--- config.mk ---
export PLATFORM = sky130hd
export DESIGN_NAME = mbf_queue
export DESIGN_NICKNAME = d
export VERILOG_FILES = /design/src/hdl/mbf_pkg.sv /design/src/hdl/mbf_queue.sv
export SDC_FILE = /design/constraint.sdc
export NUM_CORES = 1
export LEC_CHECK = 0
export CORE_MARGIN = 4
export CORE_UTILIZATION = 42
export DETAILED_ROUTE_END_ITERATION = 6
export DONT_BUFFER_PORTS = 1
export PLACE_DENSITY = 0.56
export SLEW_MARGIN = 20
export SYNTH_ARGS = -nofsm -noshare
export SYNTH_HDL_FRONTEND = slang
export SYNTH_SLANG_ARGS = --single-unit
--- constraint.sdc ---
create_clock -name i_clk -period 1.85 [get_ports i_clk]
set_clock_uncertainty 0.05 [all_clocks]
set_input_delay 0.2775 -clock i_clk [delete_from_list [all_inputs] [get_ports i_clk]]
set_output_delay 0.2775 -clock i_clk [all_outputs]
set_load 0.02 [all_outputs]
--- src/hdl/mbf_pkg.sv ---
// ----------------------------------------------------------------------------
// mbf_pkg
// Shared types and constants of the box-filter mip generator.
// ----------------------------------------------------------------------------
package mbf_pkg;

    localparam int MAX_BOX_DEF    = 2048;
    localparam int MAX_LEVELS_DEF = 12;

    localparam int CH_W     = 8;
    localparam int TEXEL_W  = 4 * CH_W;
    localparam int WIDTH_W  = 12;
    localparam int POS_W    = 11;
    localparam int LVL_W    = 4;
    localparam int DIM_W    = 13;
    localparam int CFG_IDX_W = 3;
    localparam int CFG_DATA_W = 12;

    localparam int QUEUE_DEPTH = 4;

    typedef enum logic [CFG_IDX_W-1:0] {
        CFG_WIDTH  = 3'd0,
        CFG_HEIGHT = 3'd1,
        CFG_LEFT   = 3'd2,
        CFG_TOP    = 3'd3,
        CFG_LEVELS = 3'd4
    } t_cfg_idx;

    typedef struct packed {
        logic [WIDTH_W-1:0] width;
        logic [WIDTH_W-1:0] height;
        logic [POS_W-1:0]   left;
        logic [POS_W-1:0]   top;
        logic [LVL_W-1:0]   levels;
    } t_cfg;

    localparam t_cfg CFG_RESET = '{
        width:  WIDTH_W'(2048),
        height: WIDTH_W'(2048),
        left:   '0,
        top:    '0,
        levels: LVL_W'(1)
    };

endpackage

--- src/hdl/mbf_queue.sv ---
// ----------------------------------------------------------------------------
// mbf_queue
// Short bundle queue between the accumulators and the output serializer.
// ----------------------------------------------------------------------------
module mbf_queue import mbf_pkg::*; #(
    parameter int W   = 8,
    parameter int QCW = $clog2(QUEUE_DEPTH + 1)
) (
    input  logic           i_clk,
    input  logic           i_rst_n,
    input  logic           i_push,
    input  logic [W-1:0]   i_data,
    input  logic           i_pop,
    output logic [W-1:0]   o_head,
    output logic           o_empty,
    output logic [QCW-1:0] o_count
);

    localparam int AW = (QUEUE_DEPTH > 1) ? $clog2(QUEUE_DEPTH) : 1;

    logic [W-1:0]   r_data [QUEUE_DEPTH];
    logic [AW-1:0]  r_wp, r_rp;
    logic [QCW-1:0] r_count;

    function automatic logic [AW-1:0] bump(input logic [AW-1:0] p);
        return (32'(p) == QUEUE_DEPTH - 1) ? '0 : p + AW'(1);
    endfunction

    always_ff @(posedge i_clk) begin
        if (!i_rst_n) begin
            r_wp    <= '0;
            r_rp    <= '0;
            r_count <= '0;
        end else begin
            if (i_push) r_wp <= bump(r_wp);
            if (i_pop)  r_rp <= bump(r_rp);
            r_count <= r_count + QCW'(i_push) - QCW'(i_pop);
        end
    end

    always_ff @(posedge i_clk) begin
        if (i_push) r_data[r_wp] <= i_data;
    end

    assign o_head  = r_data[r_rp];
    assign o_empty = (r_count == '0);
    assign o_count = r_count;

endmodule

==> out/results.ini <==
[status]
outcome=completed

[power_and_ir_drop]
power_leakage_nw=0.626
max_vdd_drop_uv=600
cellPowerDensity_nw_per_um2=1150

[clock_tree]
cts_setup_buffers=0
cts.hold.buffers_added=0
clock_path_buffers=2
clock_sinks=41
htreeDepth=2
numCtsBuffers=5
cts-resized-gates=0
root_buffer=clkbuf_8
tritoncts=built
clock_latency_of_the_later_clocked_register_in_the_worst_skew_pair_ns=0.28
clk_pin_slew_worst_paths_ns=0.07

[routing]
drt-pass1-iter-count=4
residual_drc=0
drt-wirelength-per-cell_microns=16.7
viasPerCell=5.02
drt_iter0_drc=53
postRouteAntennaNets=0
num_vias=708
routed_wl_mm=2.36

[yosys]
synth_common_cells=32 x edfxtp_1, 9 x dfxtp_1, 8 x mux4_2, 7 x ha_1, 6 x inv_1
post_synthesis_sequential_element_count=41
synth_top_cell_by_area=edfxtp_1
synth_top_area_share_pct=60.0
mappedNetlistNets=104
largest_family_of_logic_cells_by_synthesized_area=multiplexers
muxShareOfSynthArea_pct=12.5
synth-compound-area-share_pct=0.625
synthesized_area_sq_um=1600
post_synth_xor_area_fraction_pct=1.41
synth-simple-area-share_pct=5.08
synth_cells=84
async_flop_share_pct=0
synth-warning-count=0
dominantRegCellSynth=edfxtp_1
synth_enable_flop_cells=32
syn_area_per_cell_sq_um=19.1
seq_area_frac_synth_pct=71.2
post_synthesis_adder_cell_area_fraction_pct=6.72
synth.area.top_cells=edfxtp_1 60%, dfxtp_1 11%, mux4_2 11%
synth_cell_types=16
synthMostInstantiatedCell=edfxtp_1

[floorplanning]
floorplan.die.width_microns=69.8
height_of_the_die_microns=69.8
placement_rows=22
floorplan.die_area_sq_um=4870
floorplan.io_pins=24
design.core.area_sq_um=3660
initial_utilization_pct=43.7

[global_routing]
top_usage_layer=met2
number_of_global_route_vias_before_repair=725
antenna_found_initial=0
gr-usage-met1_pct=11.7
grt_pass1_wl_mm=3.68
track_usage_pct=10.5
grt_util_met3_pct=6.67
globalRoute.totalOverflow=0
grt_start_max_net_pins=13
grt_use_met2_pct=15.6

[finish]
design_area_sq_um=1770
utilization_pct=48.5
area.growth.synth_to_final_pct=10.8
num_antenna_cells=0
drive_above_1_share_pct=18.3
finalNetCount=112

[critical_path]
critPathKind=flip-flop to output port
slowest_stage=mux4_2
crit_fanout=8
worst-endpoint-arrival_ns=1.41
crit_path_max_incr_delay_ns=0.61
worstPathCellList=buf_4 > mux4_2
worst-endpoint-required_ns=1.52
cp-end-kind=output port
regToRegSetupSlack_ns=0.21
cp_startpoint_kind=flip-flop

[timing]
maxClockFrequency_mhz=575
finalHoldViolations=0
tightest_slew_ns=0.436
rsz0062_at_grt=no
setup_viol=0
tns_ns=0
final.min_clock_period_ns=1.74
slew_viol_final=0
worst_slew_margin_rel_pct=71.0
layout_setup_ws_ns=0.109
layout_worst_path_cycle_share_pct=94.1

[placement]
placed_cell_area_sq_um=1670
pre_cts_slack_ns=0.207
port-buffer-count=0
detailedPlacementHpwl_mm=1.65
globalplace.congestion=0.604

[flow_run]
maxCapViolCount=0

[worst_hold_path]
worstHoldPathType=primary input to flip-flop

-- per-stage QoR --
stage / total power, mW / hold slack (ns) / std cells
finish: 2.04 / 0.0318 / 141
global route: 2.13 / 0.0106 / 141
CTS: 2.07 / 0.0208 / 141
detailed placement: 1.39 / 0.327 / 133
global placement: 1.38 / 0.327 / 133
floorplan: 1.33 / 0.326 / 84
-- logic make-up after synthesis --
logic type / count (synthesis)
buf+inv: 8
fa+ha+maj: 8
xor+xnor: 1
mux: 10
flops: 41
compound gates: 2
simple gates: 14
-- state kept, by name, indices dropped and copies added (netlist names), named ones only --
register	cells
r_data	32
o_count	3
r_rp	2
r_wp	2
-- path summary, 6_finish.rpt --
kind                                  from      endpoint  depth (start not counted)
worst max-delay path             flip-flop     o_head[0]                          2
worst min-delay path             i_data[0]  r_data[2][0]                          0
worst max register to register  o_count[0]    o_count[2]                          8
worst min register to register     r_rp[0]       r_rp[0]                          2
-- worst max-delay path: cells and delay by family, from the launching register on --
| family | cells | cell delay (ns) |
|---|---|---|
| mux | 1 | 0.61 |
| flops | 1 | 0.31 |
| buf+inv | 1 | 0.20 |
-- placed cells by master (no fill, tap or decap), types with 2 or more instances in the layout --
cell type  synthesis  final
a21oi_1            2      2
and2_1             5      5
buf_4              0      3
clkbuf_8           0      5
dfxtp_1            9      9
edfxtp_1          32     32
ha_1               7      7
inv_1              6      6
mux2i_1            2      2
mux4_2             8      8
nand2b_1           2      2
nor2_1             4      4
or3b_1             2      2
-- cell type report --
class | instances | area, sq um
inverters | 6 | 22.5
clock inverters | 2 | 33.8
well taps | 48 | 60.1
clock buffers | 6 | 72.6
flip-flops and latches | 41 | 1140
multi-input cells | 35 | 422
repair buffers | 3 | 22.5
fillers | 328 | 1890
-- power breakdown --
part	leakage, nW	switching [mW]	internal (mW)
clock network	0.0528	0.281	0.398
logic	0.204	0.124	0.123
registers	0.368	0.0607	1.05
-- routing by layer --
layer	up-vias	wire (microns)	share of wire (%)
met1	357	942	40
met5	-	0	0
met2	18	1180	50
li1	329	-	-
met4	0	41	1.7
met3	4	196	8.3
(Power assumes the default switching activity.)
