[config.mk]
export PLATFORM = sky130hd
export DESIGN_NAME = mbf_back_flat
export DESIGN_NICKNAME = d
export VERILOG_FILES = /design/src/hdl/mbf_pkg.sv /design/src/hdl/mbf_result_if.sv /design/src/hdl/mbf_back.sv /design/src/flat_wrapper.sv
export SDC_FILE = /design/constraint.sdc
export NUM_CORES = 1
export LEC_CHECK = 0
export ABC_CLOCK_PERIOD_IN_PS = 38000
export BUFFER_PORTS_ARGS = -buffer_cell sky130_fd_sc_hd__buf_4
export CAP_MARGIN = 30
export CORE_MARGIN = 10
export CORE_UTILIZATION = 48
export DETAILED_ROUTE_END_ITERATION = 8
export PLACE_DENSITY_LB_ADDON = 0.2
export SETUP_SLACK_MARGIN = 0.1
export SLEW_MARGIN = 20
export SYNTH_ARGS = -nofsm -noshare
export SYNTH_HDL_FRONTEND = slang
export SYNTH_SLANG_ARGS = --single-unit
[constraint.sdc]
create_clock -name i_clk -period 38 [get_ports i_clk]
set_input_delay 3.8 -clock i_clk [delete_from_list [all_inputs] [get_ports i_clk]]
set_output_delay 3.8 -clock i_clk [all_outputs]
set_load 0.03 [all_outputs]
[src/hdl/mbf_pkg.sv]
// ----------------------------------------------------------------------------
// mbf_pkg
// Shared types and constants of the box-filter mip generator.
// ----------------------------------------------------------------------------
package mbf_pkg;

    localparam int MAX_BOX_DEF    = 2048;
    localparam int MAX_LEVELS_DEF = 12;

    localparam int CH_W     = 8;
    localparam int TEXEL_W  = 4 * CH_W;
    localparam int WIDTH_W  = 12;
    localparam int POS_W    = 11;
    localparam int LVL_W    = 4;
    localparam int DIM_W    = 13;
    localparam int CFG_IDX_W = 3;
    localparam int CFG_DATA_W = 12;

    localparam int QUEUE_DEPTH = 4;

    typedef enum logic [CFG_IDX_W-1:0] {
        CFG_WIDTH  = 3'd0,
        CFG_HEIGHT = 3'd1,
        CFG_LEFT   = 3'd2,
        CFG_TOP    = 3'd3,
        CFG_LEVELS = 3'd4
    } t_cfg_idx;

    typedef struct packed {
        logic [WIDTH_W-1:0] width;
        logic [WIDTH_W-1:0] height;
        logic [POS_W-1:0]   left;
        logic [POS_W-1:0]   top;
        logic [LVL_W-1:0]   levels;
    } t_cfg;

    localparam t_cfg CFG_RESET = '{
        width:  WIDTH_W'(2048),
        height: WIDTH_W'(2048),
        left:   '0,
        top:    '0,
        levels: LVL_W'(1)
    };

endpackage

[src/hdl/mbf_result_if.sv]
// ----------------------------------------------------------------------------
// mbf_result_if
// Output channel: one averaged mip texel per word.
// ----------------------------------------------------------------------------
interface mbf_result_if;
    logic        valid;
    logic        ready;
    logic [3:0]  level;
    logic [10:0] dest_x;
    logic [10:0] dest_y;
    logic [7:0]  avg_red;
    logic [7:0]  avg_green;
    logic [7:0]  avg_blue;
    logic [7:0]  avg_alpha;
    logic        last;

    modport source (output valid, level, dest_x, dest_y, avg_red, avg_green, avg_blue,
                    avg_alpha, last, input ready);
    modport sink   (input valid, level, dest_x, dest_y, avg_red, avg_green, avg_blue,
                    avg_alpha, last, output ready);
endinterface

[src/hdl/mbf_back.sv]
// ----------------------------------------------------------------------------
// mbf_back
// Serializes each bundle into result words, lowest level first.
// ----------------------------------------------------------------------------
module mbf_back import mbf_pkg::*; #(
    parameter int MAX_LEVELS = MAX_LEVELS_DEF,
    parameter int CW         = 11,
    parameter int BW         = 2 * CW + MAX_LEVELS + MAX_LEVELS * TEXEL_W
) (
    input  logic          i_clk,
    input  logic          i_rst_n,
    input  t_cfg          i_cfg,
    input  logic [BW-1:0] i_head,
    input  logic          i_empty,
    output logic          o_pop,
    mbf_result_if.source  o_mip
);

    localparam int AVG_W = MAX_LEVELS * TEXEL_W;

    logic [BW-1:0]         r_cur;
    logic [MAX_LEVELS-1:0] r_rem, rem_nx;
    logic [LVL_W-1:0]      sel;
    logic                  out_free, emit;
    logic [CW-1:0]         col, row;
    logic [TEXEL_W-1:0]    texel;
    logic                  r_ov;

    assign col = r_cur[BW-1 -: CW];
    assign row = r_cur[BW-CW-1 -: CW];

    always_comb begin
        sel = '0;
        for (int i = MAX_LEVELS - 1; i >= 0; i--) begin
            if (r_rem[i]) sel = LVL_W'(i);
        end
    end

    assign out_free = !r_ov || o_mip.ready;
    assign emit     = (|r_rem) && out_free;
    assign rem_nx   = emit ? (r_rem & ~(MAX_LEVELS'(1) << sel)) : r_rem;
    assign o_pop    = (rem_nx == '0) && !i_empty;
    assign texel    = r_cur[32'(sel) * TEXEL_W +: TEXEL_W];

    always_ff @(posedge i_clk) begin
        if (!i_rst_n) begin
            r_rem <= '0;
            r_ov  <= 1'b0;
        end else begin
            r_rem <= o_pop ? i_head[AVG_W +: MAX_LEVELS] : rem_nx;
            if (out_free) r_ov <= emit;
        end
    end

    always_ff @(posedge i_clk) begin
        if (o_pop) r_cur <= i_head;
        if (emit) begin
            o_mip.level     <= sel;
            o_mip.dest_x    <= (i_cfg.left >> sel) + POS_W'(col >> sel);
            o_mip.dest_y    <= (i_cfg.top >> sel) + POS_W'(row >> sel);
            o_mip.avg_red   <= texel[3*CH_W +: CH_W];
            o_mip.avg_green <= texel[2*CH_W +: CH_W];
            o_mip.avg_blue  <= texel[CH_W +: CH_W];
            o_mip.avg_alpha <= texel[0 +: CH_W];
            o_mip.last      <= (rem_nx == '0);
        end
    end

    assign o_mip.valid = r_ov;

endmodule

[src/flat_wrapper.sv]
// flat-port wrapper written by rule: the top's interface ports become plain ports
module mbf_back_flat import mbf_pkg::*;
#(
    parameter int MAX_LEVELS = MAX_LEVELS_DEF,
    parameter int CW         = 11,
    parameter int BW         = 2 * CW + MAX_LEVELS + MAX_LEVELS * TEXEL_W
)
  (i_clk, i_rst_n, i_cfg, i_head, i_empty, o_pop, o_mip_valid, o_mip_level, o_mip_dest_x, o_mip_dest_y, o_mip_avg_red, o_mip_avg_green, o_mip_avg_blue, o_mip_avg_alpha, o_mip_last, o_mip_ready);
  mbf_result_if o_mip_i ();
  input  logic i_clk;
  input  logic i_rst_n;
  input  t_cfg i_cfg;
  input  logic [BW-1:0] i_head;
  input  logic i_empty;
  output logic o_pop;
  output wire logic [$bits(o_mip_i.valid)-1:0] o_mip_valid;
  output wire logic [$bits(o_mip_i.level)-1:0] o_mip_level;
  output wire logic [$bits(o_mip_i.dest_x)-1:0] o_mip_dest_x;
  output wire logic [$bits(o_mip_i.dest_y)-1:0] o_mip_dest_y;
  output wire logic [$bits(o_mip_i.avg_red)-1:0] o_mip_avg_red;
  output wire logic [$bits(o_mip_i.avg_green)-1:0] o_mip_avg_green;
  output wire logic [$bits(o_mip_i.avg_blue)-1:0] o_mip_avg_blue;
  output wire logic [$bits(o_mip_i.avg_alpha)-1:0] o_mip_avg_alpha;
  output wire logic [$bits(o_mip_i.last)-1:0] o_mip_last;
  input wire logic [$bits(o_mip_i.ready)-1:0] o_mip_ready;
  assign o_mip_valid = o_mip_i.valid;
  assign o_mip_level = o_mip_i.level;
  assign o_mip_dest_x = o_mip_i.dest_x;
  assign o_mip_dest_y = o_mip_i.dest_y;
  assign o_mip_avg_red = o_mip_i.avg_red;
  assign o_mip_avg_green = o_mip_i.avg_green;
  assign o_mip_avg_blue = o_mip_i.avg_blue;
  assign o_mip_avg_alpha = o_mip_i.avg_alpha;
  assign o_mip_last = o_mip_i.last;
  assign o_mip_i.ready = o_mip_ready;
  mbf_back #(.MAX_LEVELS(MAX_LEVELS), .CW(CW), .BW(BW)) u_core (.i_clk(i_clk), .i_rst_n(i_rst_n), .i_cfg(i_cfg), .i_head(i_head), .i_empty(i_empty), .o_pop(o_pop), .o_mip(o_mip_i));
endmodule
==> results.toml, run 1 <==
[synth]
yosysWarnings = 0
synth-main-ff-cell = "edfxtp_1"
yosysTopAreaCell = "edfxtp_1"
syn_area_per_cell_sq_um = 14.29
syn_area_sq_um = 21080
synth-edff-count = 465
synth_top_cell_area_share_pct = 66.25
syn_inst = 1475
synth-seq-cells = 478
synth_cell_types = 66
synth_fp_nets = 1969
ys_async_sr_fraction_pct = 0
yosysSeqAreaShare_pct = 67.49
ys_top_cells_by_area = "edfxtp_1 (66%), a211oi_1 (7.2%), mux2i_1 (5.6%)"

[finish]
most-common-layout-cells = "buf_4 (520), edfxtp_1 (465), a211oi_1 (201), mux2i_1 (117), nand3_1 (101)"
layout_commonest_cell = "buf_4"
syn_to_final_growth_pct = 28.54
fin_cells = 2583
fin_nets = 2434
drive_gt1_share_pct = 32.59

[clock_tree]
clockRootBuffer = "clkbuf_16"
postCtsSetupRepairBufs = 0
htree_num_levels = 2
clkSinkCount = 478
cts_tree = "done"
clk_latency_ps = 600
clock_path_buffers = 3
clkTransAtPathRegs_ps = 60
cts_buffers = 51
post_cts_resize_count = 0
cts_hold_buf = 0

[worst_setup_path]
reg2reg_to = "u_core.r_cur[372]$_DFFE_PP_"
r2r_cells = 10
slowest_stage = "a22oi_1"
cp_max_fo = 68
worst_setup_path_start_kind = "input pin"
path_cells = "buf_4 -> nor2b_1 -> nand2b_1 -> a211o_1 -> a22oi_1 -> o21ai_1 -> nor3_2 -> buf_4 -> buf_4"
cp.arrival_ps = 7100
reg2reg_slack_ps = 32190
required_ps = 34200
max_stage_delay_ps = 790
critical_path_class = "input pin to primary output"
r2r_start = "u_core.r_rem[7]$_SDFF_PN0_"
critPathMostFrequentCell = "buf_4"
crit_path_end_kind = "primary output"

[floorplan]
num_rows = 76
start_util_pct = 48.71
dieArea_sq_um = 52690
coreArea_sq_um = 43270
die_h_um = 229.5
die_x_um = 229.5
ioPinCount = 533

[drt]
first_pass_iters = 5
drt-initial-drc-count = 1356
met1_length_um = 26490
drc = 0
drt-vias-per-instance = 5.842
final_antenna_net_count = 0
post_drt_wl_per_cell_um = 26.22
wl_met2_um = 33780
dr_wl_met3_um = 5283
num_vias = 15090
dr.max_layer_used = "met5"
drt_wl_total_um = 67720

[global_route]
grt_use_total_pct = 24.87
grt_max_degree = 142
antenna_found_initial = 21
gr-total-overflow = 0
grt_pass1_vias = 15540
grt_first_pass_wirelength_um = 99210

[placed_design]
dpl_worst_slack_ps = 27200
dp_cells = 2468
dpl.hpwl_um = 47120
numPortBuffers = 504
gp_congestion = 0.9000

[sta]
slew_headroom_pct = 30.87
fin_crit_sh_pct = 28.68
final.setup_skew_ps = 18.05
setup_viol = 0
period_needed_ps = 10900
rsz0062_at_grt = "no"
fin_tns_setup_ps = 0
slew_viol_final = 0
final_hold_viol_count = 0
tightest_slew_ps = 1035
finalWorstSetupSlack_ps = 27100
max_freq_ghz = 0.09177

[hold_path]
min_to = "u_core.r_rem[11]$_SDFF_PN0_"
min_from = "u_core.r_rem[11]$_SDFF_PN0_"
min_path_type = "register to register"
whs_path_depth = 2

[outcome]
status = "finished clean"

[job]
max_cap_viol_count = 0
[worst max-delay path, delay by kind of cell]
kind / cells / cell delay (ps)
AOI/OAI and AO/OA: 3 / 1420
and+or+nand+nor: 3 / 700
buffers and inverters: 3 / 1120
[layout make-up]
cell class | instances | area, sq um
Timing Repair Buffer | 527 | 4051
Sequential cell | 478 | 14220
Fill cell | 3330 | 16180
Clock inverter | 23 | 247.7
Inverter | 79 | 296.5
Multi-Input combinational cell | 803 | 6127
Clock buffer | 69 | 1365
Antenna cell | 19 | 47.55
Tap cell | 585 | 732.0
[per-layer routing]
layer,vias up,GRT usage (%)
li1,6848,-
met1,7435,30.67
met2,685,41.29
met3,117,6.044
met4,4,10.08
met5,-,0
[logic make-up (layout without fill, tap and decap cells)]
group           count (synthesis)  in the layout  share of synthesized area (%)
compound gates                417            417                          15.13
xor+xnor                       20             20                         0.8311
fa+ha+maj                      22             22                          1.377
buf+inv                       194            698                          3.764
flops                         478            478                          67.49
mux                           131            131                          6.305
other cells                     0             19                              0
simple gates                  213            213                          5.111
[how the worst max path moves through the flow]
stage / depth (start not counted) / slack (ps) / startpoint / end
after floorplan: 8 / 1070 / o_mip_ready / o_pop
after global placement: 9 / 27170 / o_mip_ready / o_pop
after detailed placement: 9 / 27200 / o_mip_ready / o_pop
after CTS: 9 / 27160 / o_mip_ready / o_pop
after global routing: 9 / 26840 / o_mip_ready / o_pop
final: 9 / 27100 / o_mip_ready / o_pop
[flip-flops by register name, summed over array words and instances, names as in the netlist]
register                count
u_core.o_mip.avg_blue       8
u_core.o_mip.dest_x        11
u_core.r_cur              406
u_core.o_mip.avg_red        8
u_core.o_mip.level          4
u_core.o_mip.avg_alpha      8
u_core.o_mip.valid          1
u_core.o_mip.dest_y        11
u_core.r_rem               12
u_core.o_mip.last           1
u_core.o_mip.avg_green      8
[cell usage after synthesis, drive strengths merged (3+ instances only)]
cell type	number
edfxtp	465
a211oi	201
mux2i	117
nand3	102
inv	79
clkbuf	67
buf	48
o211ai	47
a211o	42
nor2	33
nand2	23
o21ai	23
a21oi	22
ha	20
xnor2	17
nor3	15
mux2	14
dfxtp	13
o31ai	13
a221oi	12
a21o	9
or2	9
o22ai	8
or3	6
a221o	5
a22oi	5
a32o	5
and3	5
nor2b	5
and2	4
o2111ai	4
nand2b	3
o21a	3
o221ai	3
or4	3
xor2	3
[through the flow]
step	utilization [%]	hold WS, ps	area, sq um
2_1_floorplan	-	484.2	21080
3_3_place_gp	58.51	540.4	25320
3_5_place_dp	58.57	547.3	25340
4_1_cts	62.30	553.0	26960
5_1_grt	62.61	599.6	27090
6_report	62.61	554.2	27090
Power of run 1 is left out: the tool's default activity adds up to more than one toggle a clock period on the data nets, which glitch-free logic cannot reach.
==> run 2, diff against run 1 <==
- ABC_AREA: not set -> 1
- ABC_CLOCK_PERIOD_IN_PS: 38000 -> 10400
- CORE_UTILIZATION: 48 -> 53
- clock period: 38 -> 10.4 ns (I/O delays scaled with it)
==> run 2 against run 1 <==
Against the previous run: non-clock buffer count is 4 lower; routed wire length is 1.0% lower; register-to-register slack worse by 28000 ps; hold slack worse by 12 ps; highest routed layer unchanged; critical endpoint unchanged; synthesized cell count is 16% higher; critical path type is now register to primary output.
==> results.toml, run 2 <==
[floorplan]
start_util_pct = 53.97
num_rows = 71
coreArea_sq_um = 37840
die_x_um = 216.3
dieArea_sq_um = 46790
die_h_um = 216.3
ioPinCount = 533

[clock_tree]
clkSinkCount = 488
cts_buffers = 51
clockRootBuffer = "clkbuf_16"
postCtsSetupRepairBufs = 0
clkTransAtPathRegs_ps = 60
clk_latency_ps = 600
htree_num_levels = 2
cts_tree = "done"
post_cts_resize_count = 0
clock_path_buffers = 3
cts_hold_buf = 0

[synth]
synth_fp_nets = 2210
synth_top_cell_area_share_pct = 69.84
yosysSeqAreaShare_pct = 71.11
synth-edff-count = 475
synth-seq-cells = 488
ys_top_cells_by_area = "edfxtp_1 (70%), nand2_1 (8.8%), nand3_1 (3.6%)"
yosysTopAreaCell = "edfxtp_1"
synth-main-ff-cell = "edfxtp_1"
yosysMostFrequentCell = "nand2_1"
ys_async_sr_fraction_pct = 0
yosysWarnings = 0
syn_inst = 1716
ys_top_cells_by_count = "nand2_1 (478), edfxtp_1 (475), nand3_1 (148)"
syn_area_per_cell_sq_um = 11.90
syn_area_sq_um = 20420
synth_cell_types = 45

[global_route]
grt_pass1_vias = 15520
antenna_found_initial = 19
grt_first_pass_wirelength_um = 97910
grt_use_total_pct = 27.92
grt_max_degree = 195
gr-total-overflow = 0

[finish]
layout_commonest_cell = "buf_4"
drive_gt1_share_pct = 27.87
largest_register_ffs = 416
syn_to_final_growth_pct = 28.86
top_register = "u_core.r_cur"
fin_nets = 2693
reg.largest.list = "u_core.r_cur x416, u_core.r_rem x12"
seq_area_sq_um = 14520
multiInputGateArea_sq_um = 5216
nFillCells = 2753
most-common-layout-cells = "buf_4 (520), nand2_1 (478), edfxtp_1 (475), nand3_1 (148), nand4_1 (91)"

[drt]
drt-vias-per-instance = 5.600
drt-initial-drc-count = 1714
first_pass_iters = 5
num_vias = 15480
final_antenna_net_count = 0
post_drt_wl_per_cell_um = 24.24
drc = 0
drt_wl_total_um = 67030

[hold_path]
min_from = "u_core.r_rem[6]$_SDFF_PN0_"
whs_path_depth = 2
min_path_type = "register to register"

[worst_setup_path]
r2r_start = "u_core.r_rem[10]$_SDFF_PN0_"
critical_path_class = "register to primary output"
worst_setup_path_start_kind = "register"
cp.arrival_ps = 5380
r2r_cells = 18
required_ps = 9360
cp_max_fo = 72
cp-startpoint = "u_core.r_rem[10]$_SDFF_PN0_"
crit_path_end_kind = "primary output"

[placed_design]
gp_congestion = 0.9046
numPortBuffers = 504
dpl.hpwl_um = 47440

[sta]
tightest_slew_ps = 1174
max_freq_ghz = 0.1559
slew_headroom_pct = 21.73
final_hold_viol_count = 0
fin_tns_setup_ps = 0
rsz0062_at_grt = "no"
slew_viol_final = 0
period_needed_ps = 6415
setup_viol = 0
fin_crit_sh_pct = 61.69
final.setup_skew_ps = 21.33
whs_ps = 541.9

[outcome]
status = "finished clean"

[job]
max_cap_viol_count = 0
==> run 2: cell types whose count changed after synthesis, sizes merged, moves of 42 or more <==
cell | previous run | this run
nand2 | 23 | 485
a211oi | 201 | 3
mux2i | 117 | 1
nand4 | 1 | 91
o21ai | 23 | 72
nand3 | 102 | 150
nor2 | 33 | 81
a21oi | 22 | 67
a211o | 42 | 0
==> run 2: metal layers <==
layer,up-vias,global-route usage [%],routed length [um]
met5,-,0,9
met4,2,11.21,2122
met3,109,7.187,5989
met2,834,46.27,33400
met1,7407,34.42,25510
li1,7131,-,-
==> run 2: stage by stage <==
step	util (%)	cells	area (sq um)	setup slack [ps]
2_1_floorplan	-	1716	20430	119.7
3_3_place_gp	65.04	2655	24610	3842
3_5_place_dp	65.09	2656	24630	3910
4_1_cts	69.35	2745	26240	3911
5_1_grt	69.54	2764	26320	3579
6_report	69.55	2765	26320	3985
==> run 2: critical path: stages (launching register included) <==
cell,delay (ps)
dfxtp_1,350
inv_2,50
nand2_1,80
nand3_1,80
nand2_1,70
nand2_2,70
a21oi_4,130
buf_4,690
buf_4,770
nand4_1,270
o21ai_0,280
nand4_1,140
nor2_2,220
nand3_2,400
clkinvlp_4,640
buf_12,260
buf_4,210
==> run 2: worst paths after layout <==
check | end | slack [ps]
worst max-delay path | o_pop | 3980
worst min-delay path | u_core.r_rem[6]$_SDFF_PN0_ | 540
worst max register to register | u_core.r_cur[97]$_DFFE_PP_ | 4170
worst min register to register | u_core.r_rem[6]$_SDFF_PN0_ | 540
==> run 2: cell type report <==
cell class | count | share of cell area [%]
Inverter | 80 | 1.174
Sequential cell | 488 | 55.18
Tap cell | 511 | 2.429
Multi-Input combinational cell | 1055 | 19.82
Antenna cell | 19 | 0.1807
Clock inverter | 27 | 1.036
Clock buffer | 62 | 5.087
Timing Repair Buffer | 523 | 15.09
==> run 2: cell families (layout without fill, tap and decap cells) <==
kind of cell | after synthesis | after routing | share of synthesized area [%]
other | 0 | 19 | 0
multiplexers | 1 | 1 | 0.04901
AO/OA/AOI/OAI | 202 | 202 | 5.703
buffers and inverters | 173 | 692 | 3.461
AND/OR/NAND/NOR | 814 | 814 | 17.57
XOR/XNOR | 16 | 16 | 0.6861
adder cells (fa/ha/maj) | 22 | 22 | 1.421
flip-flops | 488 | 488 | 71.11
Power of run 2 is left out for the same reason.
